### config.mk
export PLATFORM = sky130hd
export DESIGN_NAME = let_ctrl
export DESIGN_NICKNAME = d
export VERILOG_FILES = /design/src/hw/rtl/let_pkg.sv /design/src/hw/rtl/let_ctrl.sv
export SDC_FILE = /design/constraint.sdc
export NUM_CORES = 1
export LEC_CHECK = 0
export ABC_AREA = 0
export ABC_CLOCK_PERIOD_IN_PS = 1300
export BUFFER_PORTS_ARGS = -buffer_cell sky130_fd_sc_hd__buf_2
export CAP_MARGIN = 5
export CORE_AREA = 2 2 39 41
export DETAILED_ROUTE_END_ITERATION = 8
export DIE_AREA = 0 0 41 43
export PLACE_DENSITY = 0.34
export SYNTH_ARGS = -nofsm -noshare
export SYNTH_HDL_FRONTEND = slang
export SYNTH_SLANG_ARGS = --single-unit
export TNS_END_PERCENT = 100
### constraint.sdc
create_clock -name clock -period 1.3 [get_ports clock]
set_input_delay 0.26 -clock clock [delete_from_list [all_inputs] [get_ports clock]]
set_output_delay 0.26 -clock clock [all_outputs]
set_load 0.005 [all_outputs]
### src/hw/rtl/let_pkg.sv
// Shared constants, codes and control structs for the label equivalence table.
// Used by let_ctrl, let_dpath and label_equivalence_table_top.
package let_pkg;

   // Table size and derived widths.
   localparam int LABELS    = 4096;
   localparam int LABEL_W   = 12;
   localparam int MEM_DEPTH = (LABELS < 4096) ? LABELS : 4096;
   localparam int ADDR_W    = $clog2(MEM_DEPTH);
   localparam int CNT_W     = $clog2(LABELS + 1);
   localparam logic [LABEL_W-1:0] TOP_ID = LABEL_W'(MEM_DEPTH - 1);

   // Stream layout.
   localparam int KIND_W      = 2;
   localparam int STATUS_W    = 2;
   localparam int REQ_DATA_W  = 24;
   localparam int RSP_DATA_W  = 16;

   // Request kinds.
   localparam logic [KIND_W-1:0] KIND_REMAP    = 2'd0;
   localparam logic [KIND_W-1:0] KIND_RESOLVE  = 2'd1;
   localparam logic [KIND_W-1:0] KIND_ALLOCATE = 2'd2;

   // Result status codes.
   localparam logic [STATUS_W-1:0] STATUS_OK      = 2'd0;
   localparam logic [STATUS_W-1:0] STATUS_IGNORED = 2'd1;
   localparam logic [STATUS_W-1:0] STATUS_CYCLE   = 2'd2;
   localparam logic [STATUS_W-1:0] STATUS_FULL    = 2'd3;

   // Commands from the controller to the datapath.
   typedef struct packed {
      logic capture;
      logic issue_read;
      logic advance;
      logic finish;
   } ctrl_cmd_type;

   // Status from the datapath to the controller.
   typedef struct packed {
      logic is_resolve;
      logic cur_identity;
      logic count_full;
      logic link_self;
   } ctrl_sts_type;

endpackage

### src/hw/rtl/let_ctrl.sv
// Controller state machine for the label equivalence table.
// Depends on let_pkg; drives let_dpath through command and status structs.
module let_ctrl (
   input  logic                  clock,
   input  logic                  reset,
   input  logic                  req_tvalid,
   output logic                  req_tready,
   output logic                  rsp_tvalid,
   input  logic                  rsp_tready,
   input  let_pkg::ctrl_sts_type sts,
   output let_pkg::ctrl_cmd_type cmd
);

   localparam logic [1:0] ST_IDLE   = 2'd0;
   localparam logic [1:0] ST_WORK   = 2'd1;
   localparam logic [1:0] ST_READ   = 2'd2;
   localparam logic [1:0] ST_FINISH = 2'd3;

   logic [1:0] state_ff;
   logic [1:0] state_in;
   logic       rsp_valid_ff;
   logic       rsp_valid_in;
   logic       slot_free;

   // The output register can take a result when empty or being drained.
   assign slot_free  = !rsp_valid_ff || rsp_tready;
   assign req_tready = (state_ff == ST_IDLE);
   assign rsp_tvalid = rsp_valid_ff;

   // Next state and commands.
   always_comb begin
      state_in       = state_ff;
      cmd            = '0;
      unique case (state_ff)
         ST_IDLE: begin
            if (req_tvalid) begin
               cmd.capture = 1'b1;
               state_in    = ST_WORK;
            end
         end
         ST_WORK: begin
            // A request that is not a resolve, or a chase that has ended, finishes.
            if (!sts.is_resolve || sts.count_full || sts.cur_identity) begin
               state_in = ST_FINISH;
            end else begin
               cmd.issue_read = 1'b1;
               state_in       = ST_READ;
            end
         end
         ST_READ: begin
            if (sts.link_self) begin
               state_in = ST_FINISH;
            end else begin
               cmd.advance = 1'b1;
               state_in    = ST_WORK;
            end
         end
         ST_FINISH: begin
            if (slot_free) begin
               cmd.finish = 1'b1;
               state_in   = ST_IDLE;
            end
         end
         default: begin
            state_in = ST_IDLE;
         end
      endcase
   end

   // Output valid flag.
   always_comb begin
      priority if (cmd.finish) begin
         rsp_valid_in = 1'b1;
      end else if (rsp_tready) begin
         rsp_valid_in = 1'b0;
      end else begin
         rsp_valid_in = rsp_valid_ff;
      end
   end

   // Control registers.
   always_ff @(posedge clock) begin
      if (reset) begin
         state_ff     <= ST_IDLE;
         rsp_valid_ff <= 1'b0;
      end else begin
         state_ff     <= state_in;
         rsp_valid_ff <= rsp_valid_in;
      end
   end

`ifndef SYNTHESIS
   // A memory read is only ever issued from the work state.
   assert property (@(posedge clock) disable iff (reset)
      (state_ff == ST_READ) |-> ($past(state_ff) == ST_WORK))
      else $error("read state entered without a read being issued");

   // A read is never issued once the step limit has been reached.
   assert property (@(posedge clock) disable iff (reset)
      (state_ff == ST_READ) |-> !sts.count_full)
      else $error("table read issued past the step limit");

   // A new result appears only after the finish state.
   assert property (@(posedge clock) disable iff (reset)
      $rose(rsp_valid_ff) |-> ($past(state_ff) == ST_FINISH))
      else $error("result presented without finishing a request");
`endif

endmodule

==> key figures, run 1 <==
Status
  – Status: finished, final reports clean

Logic synthesis
  – Dominant cell type by area after synthesis: sky130_fd_sc_hd__dfxtp_1
  – Combinational family with the most area after synthesis: simple AND/OR/NAND/NOR gates
  – Post-synthesis average cell area: 9.04 µm²
  – Compound-gate portion of the synthesized area: 9.23%
  – Yosys synthesis warning count: 0
  – Number of standard cells after synthesis: 18
  – Count of distinct cell types in the synthesized netlist: 12
  – Share of the synthesized area in the top cell type: 36.9%
  – Xor-xnor portion of the synthesized cell area: 0%
  – Number of synthesized register bits: 3
  – Basic-gate share of the synthesized area counting and, or, nand and nor cells: 49.2%
  – Net count after synthesis: 26
  – Fraction of the yosys area taken by sequential cells: 36.9%
  – Main area contributors after synthesis: sky130_fd_sc_hd__dfxtp_1 (37%), sky130_fd_sc_hd__a21oi_1 (9.2%), sky130_fd_sc_hd__nand2b_4 (8.5%)
  – Mux share of post-synthesis cell area: 0%
  – Cell area after synthesis: 163 µm²
  – Adder-Cell Fraction of Synth Area: 0%

Timing
  – Fin crit share: 92.4%
  – Final-report setup violation count: 0
  – Slew Limit Fails: 0
  – Sum of negative setup slack: 0 ns
  – Highest Clock Rate: 832 MHz
  – Worst setup slack after layout: 0.0984 ns
  – Actual slew at the worst max-slew pin: 0.151 ns
  – Largest clock skew in the final design: 0.00462 ns
  – RSZ-0062 raised after global routing: no
  – Min cycle time layout: 1.20 ns
  – Hold Violations, Final: 0
  – Worst-case headroom to the max-slew limit: 89.8%

Clocking
  – Maximum buffer depth of the clock tree: 2
  – Num CTS Buffers: 3
  – Clock Sink Count: 3
  – Clock insertion delay at the later pin of the skew report: 0.23 ns
  – Hold buffer count at cts: 0
  – Reg clk slew, reported paths: 0.04 ns
  – Level count of the clock H-tree: 1
  – Clock tree from TritonCTS: yes
  – Clk root buf: sky130_fd_sc_hd__clkbuf_4

GRT
  – First-pass GRT wire length: 662 µm
  – Pin count of the biggest net entering global routing: 7
  – Number of global-route vias before repair: 183
  – Initial antenna violation count: 0
  – Global Route Usage Sum: 6.42%
  – GRT overflow: 0

Route
  – Residual DRC count: 0
  – Via total after detailed routing: 179
  – Antenna violation net count after detailed routing: 0
  – Routed via count divided by cell count: 3.58
  – Iteration-0 DRC count of the detailed router: 0
  – WL final: 412 µm
  – Number of iterations in the first detailed-routing pass: 1
  – Routed length per placed instance: 8.24 µm

Floorplanning
  – Initial core utilization: 11.8%
  – Die Width: 41 µm
  – Row Count: 14
  – Number of top-level design ports: 14
  – Die ar.: 1760 µm²
  – Core Footprint: 1380 µm²
  – Chip height: 43 µm

Setup path
  – Data required time at the worst endpoint: 1.04 ns
  – Peak per-stage delay on the critical path: 0.36 ns
  – Slowest stage cell on the critical path: sky130_fd_sc_hd__dfxtp_2
  – Critical register-to-register path startpoint: state_ff[0]$_SDFFE_PP0P_
  – CP top delay family: flip-flops
  – Number of cell instances on the worst register-to-register path: 3
  – Kind of start point of the critical path: register
  – Arrival time of the worst setup path: 0.94 ns
  – R2R setup slack: 0.42 ns
  – Category of the worst setup path capture point: output pin
  – Crit path cell chain: nand4bb_1 > nor2_1 > buf_2
  – Type of the worst setup path: reg2out
  – Worst Path Max Fanout: 6
  – Worst path bufs/invs: 1
  – Worst reg2reg endpoint: state_ff[0]$_SDFFE_PP0P_

Power and ir drop
  – VDD IR max: 0.265 mV
  – Static leakage power: 0.138 nW
  – Power Density: 1200 nW/µm²

Cells and area
  – Most frequent cells in the layout: sky130_fd_sc_hd__buf_2 (13), sky130_fd_sc_hd__a21oi_1 (3), sky130_fd_sc_hd__clkbuf_4 (3)
  – Share of final-layout standard cells stronger than drive strength 1: 61.8%
  – Number of nets in the finished design: 43
  – Area growth from synthesis to layout: 66.9%
  – Total inserted antenna cells: 0
  – Most frequent standard cell in the layout excluding fill and tap cells: sky130_fd_sc_hd__buf_2

Place
  – Buffers added on ports: 13
  – Final estimated routing congestion in global placement: 0.662
  – Hpwl dp: 360 µm
  – DP Worst Slack: 0.258 ns

Hold path
  – Startpoint of the lowest-slack hold path: reset
  – Depth of the worst hold-timing path: 2
  – Min-delay worst type: in2reg
  – Destination of the worst hold path: rsp_tvalid$_SDFFE_PP0P_

Run
  – Max Cap Viol: 0
==> worst register-to-register path, cell delays in order (launching register included) <==
cell and delay [ns]:
sky130_fd_sc_hd__dfxtp_2 0.34, sky130_fd_sc_hd__or2_1 0.22, sky130_fd_sc_hd__a21oi_1 0.15, sky130_fd_sc_hd__nor3_1 0.06
==> report_power, final <==
group | switching, W | internal, W | total (W)
combinational | 0.0000198 | 0.0000304 | 0.0000502
sequential | 0.0000104 | 0.000102 | 0.000112
clock | 0.0000485 | 0.000115 | 0.000164
==> cell usage after synthesis <==
| cell | n |
|---|---|
| sky130_fd_sc_hd__and2_1 | 1 |
| sky130_fd_sc_hd__nand2_1 | 1 |
| sky130_fd_sc_hd__or2_1 | 1 |
| sky130_fd_sc_hd__nor2b_4 | 1 |
| sky130_fd_sc_hd__buf_4 | 1 |
| sky130_fd_sc_hd__nand4bb_1 | 1 |
| sky130_fd_sc_hd__nand2b_4 | 1 |
| sky130_fd_sc_hd__nor3b_1 | 1 |
| sky130_fd_sc_hd__nor3_1 | 2 |
| sky130_fd_sc_hd__nor2_1 | 2 |
| sky130_fd_sc_hd__dfxtp_1 | 3 |
| sky130_fd_sc_hd__a21oi_1 | 3 |
==> timing repair <==
action,CTS,global route
gates resized for setup,0,3
setup endpoints to repair,0,3
buffers inserted,0,0
==> routing by layer <==
layer,wire length (µm),track usage (%),vias to the layer above
met5,0,0,-
met4,0,8.00,0
met3,3,3.14,0
met2,321,11.6,2
met1,87,2.88,84
li1,-,-,93
==> worst max path at each step <==
stage | startpoint | endpoint | slack, ns | cells after the start
global placement | state_ff[0]$_SDFFE_PP0P_ | cmd[0] | 0.28 | 3
CTS | state_ff[1]$_SDFFE_PP0P_ | cmd[0] | 0.01 | 3
detailed placement | state_ff[1]$_SDFFE_PP0P_ | cmd[0] | 0.26 | 3
global route | state_ff[0]$_SDFFE_PP0P_ | cmd[3] | 0.02 | 3
floorplan | state_ff[1]$_SDFFE_PP0P_ | cmd[0] | 0.33 | 3
finish | state_ff[0]$_SDFFE_PP0P_ | cmd[2] | 0.1 | 3
==> area by class of cell <==
cell class,instances,area [µm²]
clock buffer,4,26.3
fill,158,1110
multi-input combinational,14,97.6
sequential,3,62.6
tap,16,20.0
timing repair buffer,13,65.1
==> registers in the layout (all words and copies together), names as in the netlist <==
register,cells
state_ff,2
rsp_tvalid,1
==> through the flow <==
stage          hold slack, ns  total power, W  utilization, %  std cells  instance area, µm²
6_report                0.210        0.000326            19.6         50                 272
5_1_grt                 0.209        0.000347            19.6         50                 272
4_1_cts                 0.207        0.000328            19.3         50                 267
3_5_place_dp            0.453        0.000162            17.4         46                 240
3_3_place_gp            0.449        0.000161            17.4         46                 240
2_1_floorplan           0.329        0.000137               -         18                 163
==> cell families (layout without fill, tap and decap cells) <==
kind of cell | Yosys count | count (layout)
AOI/OAI and AO/OA | 3 | 3
buffers and inverters | 1 | 17
DFF | 3 | 3
and+or+nand+nor | 11 | 11
No activity file was read; power rests on OpenSTA's default activity.
==> inputs of run 2 (changes only) <==
--- a/config.mk
+++ b/config.mk
@@ -6,7 +6,7 @@
 export NUM_CORES = 1
 export LEC_CHECK = 0
 export ABC_AREA = 0
-export ABC_CLOCK_PERIOD_IN_PS = 1300
+export ABC_CLOCK_PERIOD_IN_PS = 1500
 export BUFFER_PORTS_ARGS = -buffer_cell sky130_fd_sc_hd__buf_2
 export CAP_MARGIN = 5
 export CORE_AREA = 2 2 39 41
==> constraint.sdc (replaced) <==
create_clock -name clock -period 1.5 [get_ports clock]
set_input_delay 0.3 -clock clock [delete_from_list [all_inputs] [get_ports clock]]
set_output_delay 0.3 -clock clock [all_outputs]
set_load 0.005 [all_outputs]
==> run 2 against run 1 <==
  * Register-to-register slack better by 0.19 ns
  * Setup slack better by 0.083 ns
  * Non-clock buffer count unchanged
  * Global-route usage down 1.1 points
  * Die area unchanged
  * Design area down 1.8%
  * Clock skew down 0.0032 ns
  * First-iteration DRC count unchanged
  * Sequential power down 15%
  * Sequential share of layout area down 0.51 points
  * Critical path type unchanged
  * Largest power group unchanged
==> key figures, run 2 (synthesis results as in run 1) <==
Cells and area
  – Number of flip-flops under the largest register name: 2 (unchanged)
  – Multi-input logic area: 95.1 µm² (-2.6%)
  – Total inserted antenna cells: 0 (unchanged)
  – Area taken by flip-flops and latches: 60.1 µm² (-4.0%)
  – Most frequent cells in the layout: sky130_fd_sc_hd__buf_2 (13), sky130_fd_sc_hd__a21oi_1 (3), sky130_fd_sc_hd__clkbuf_4 (3), sky130_fd_sc_hd__dfxtp_1 (3)
  – Biggest register: state_ff
  – Area growth from synthesis to layout: 63.8%
  – Most frequent standard cell in the layout excluding fill and tap cells: sky130_fd_sc_hd__buf_2
  – Filler Cells Inserted: 162 (+2.5%)
  – Number of nets in the finished design: 43 (unchanged)
  – Final cell utilization of the core: 19.3% (-0.36 points)
  – Share of final-layout standard cells stronger than drive strength 1: 52.9% (-8.8 points)

Timing
  – Final-report setup violation count: 0 (unchanged)
  – Slew Limit Fails: 0 (unchanged)
  – Largest clock skew in the final design: 0.00147 ns (-0.00315 ns)
  – Hold slack final: 0.269 ns (+0.0591 ns)
  – Highest Clock Rate: 758 MHz
  – Worst-case headroom to the max-slew limit: 88.1% (-1.8 points)
  – Sum of negative setup slack: 0 ns (unchanged)
  – Fin crit share: 87.9%
  – Actual slew at the worst max-slew pin: 0.179 ns (+0.0276 ns)
  – Hold Violations, Final: 0 (unchanged)
  – RSZ-0062 raised after global routing: no
  – Min cycle time layout: 1.32 ns

Clocking
  – Clock Sink Count: 3 (unchanged)
  – Post-CTS repair timing setup buffer count: 0 (unchanged)
  – Clock tree from TritonCTS: yes
  – Clk root buf: sky130_fd_sc_hd__clkbuf_4
  – Level count of the clock H-tree: 1 (unchanged)
  – Maximum buffer depth of the clock tree: 2 (unchanged)
  – Num CTS Buffers: 3 (unchanged)
  – Post-cts gate resize count: 0 (unchanged)
  – Clock insertion delay at the later pin of the skew report: 0.23 ns (about the same)
  – Reg clk slew, reported paths: 0.04 ns (about the same)
  – Hold buffer count at cts: 0 (unchanged)

Setup path
  – Slowest stage cell on the critical path: sky130_fd_sc_hd__dfxtp_1
  – Worst Path Max Fanout: 6 (unchanged)
  – R2R setup slack: 0.61 ns (+0.19 ns)
  – Number of cell instances on the worst register-to-register path: 3 (unchanged)
  – Worst reg2reg endpoint: state_ff[0]$_SDFFE_PP0P_
  – Worst path bufs/invs: 1 (unchanged)
  – Category of the worst setup path capture point: output pin
  – Arrival time of the worst setup path: 1.02 ns (+0.08 ns)
  – Kind of start point of the critical path: register
  – Critical register-to-register path startpoint: state_ff[0]$_SDFFE_PP0P_
  – Type of the worst setup path: reg2out
  – Data required time at the worst endpoint: 1.20 ns (+0.16 ns)
  – CP top delay family: flip-flops
  – Peak per-stage delay on the critical path: 0.40 ns (+0.04 ns)
  – Crit path cell chain: nand2_1 > nor2b_4 > buf_2

Floorplanning
  – Row Count: 14 (unchanged)
  – Core Footprint: 1380 µm² (unchanged)
  – Die Width: 41 µm (unchanged)
  – Initial core utilization: 11.8% (unchanged)
  – Chip height: 43 µm (unchanged)
  – Die ar.: 1760 µm² (unchanged)
  – Number of top-level design ports: 14 (unchanged)

Hold path
  – Startpoint of the lowest-slack hold path: reset
  – Depth of the worst hold-timing path: 2 (unchanged)
  – Destination of the worst hold path: rsp_tvalid$_SDFFE_PP0P_
  – Min-delay worst type: in2reg

Power and ir drop
  – Power Density: 1040 nW/µm² (-14%)
  – VDD IR max: 0.245 mV (-7.6%)
  – Static leakage power: 0.136 nW (-0.88%)

GRT
  – First-pass GRT wire length: 614 µm (-7.3%)
  – GRT overflow: 0 (unchanged)
  – Global Route Usage Sum: 5.33% (-1.1 points)
  – Pin count of the biggest net entering global routing: 7 (unchanged)
  – Initial antenna violation count: 0 (unchanged)
  – Number of global-route vias before repair: 181 (-1.1%)

Run
  – Max Cap Viol: 0 (unchanged)

Status
  – Status: finished, final reports clean

Route
  – Antenna violation net count after detailed routing: 0 (unchanged)
  – Via total after detailed routing: 176 (-1.7%)
  – WL final: 401 µm (-2.7%)
  – Routed via count divided by cell count: 3.52 (-1.7%)
  – Number of iterations in the first detailed-routing pass: 1 (unchanged)
  – Residual DRC count: 0 (unchanged)
  – Routed length per placed instance: 8.02 µm (-2.7%)
  – Iteration-0 DRC count of the detailed router: 0 (unchanged)

Place
  – Final estimated routing congestion in global placement: 0.623 (-5.9%)
  – Buffers added on ports: 13 (unchanged)
run 2: worst max path at each step:
stage	from	endpoint	slack (ns)	depth (start not counted)
final	state_ff[0]$_SDFFE_PP0P_	cmd[0]	0.18	3
after global routing	state_ff[1]$_SDFFE_PP0P_	cmd[0]	0.10	3
after CTS	state_ff[0]$_SDFFE_PP0P_	cmd[0]	0.17	3
after detailed placement	sts[2]	cmd[2]	0.39	4
after global placement	sts[2]	cmd[2]	0.41	4
after floorplan	state_ff[1]$_SDFFE_PP0P_	cmd[0]	0.49	3
run 2: report_power, final:
part,internal [W],switching [W],leakage [nW]
clock,0.0000995,0.0000383,0.0150
combinational,0.0000259,0.0000177,0.0967
sequential,0.0000869,0.00000823,0.0248
run 2: final cells by class:
class | count | area share, %
multi-input cells | 14 | 35.7
flip-flops and latches | 3 | 22.5
repair buffers | 13 | 24.4
clock buffers | 4 | 9.86
well taps | 16 | 7.51
run 2: routing by layer:
metal	GRT usage [%]	vias to the layer above	share of wire [%]
li1	-	93	-
met1	2.90	83	24
met2	10.9	0	76
met3	0	0	0
met4	6.00	0	0
met5	0	-	0
run 2: metrics by stage:
stage | setup WS [ns] | power (W) | instance area, µm² | std cells
floorplan | 0.489 | 0.000118 | 163 | 18
global placement | 0.410 | 0.000139 | 240 | 46
detailed placement | 0.390 | 0.000140 | 240 | 46
CTS | 0.171 | 0.000282 | 267 | 50
global route | 0.101 | 0.000289 | 267 | 50
finish | 0.181 | 0.000276 | 267 | 50
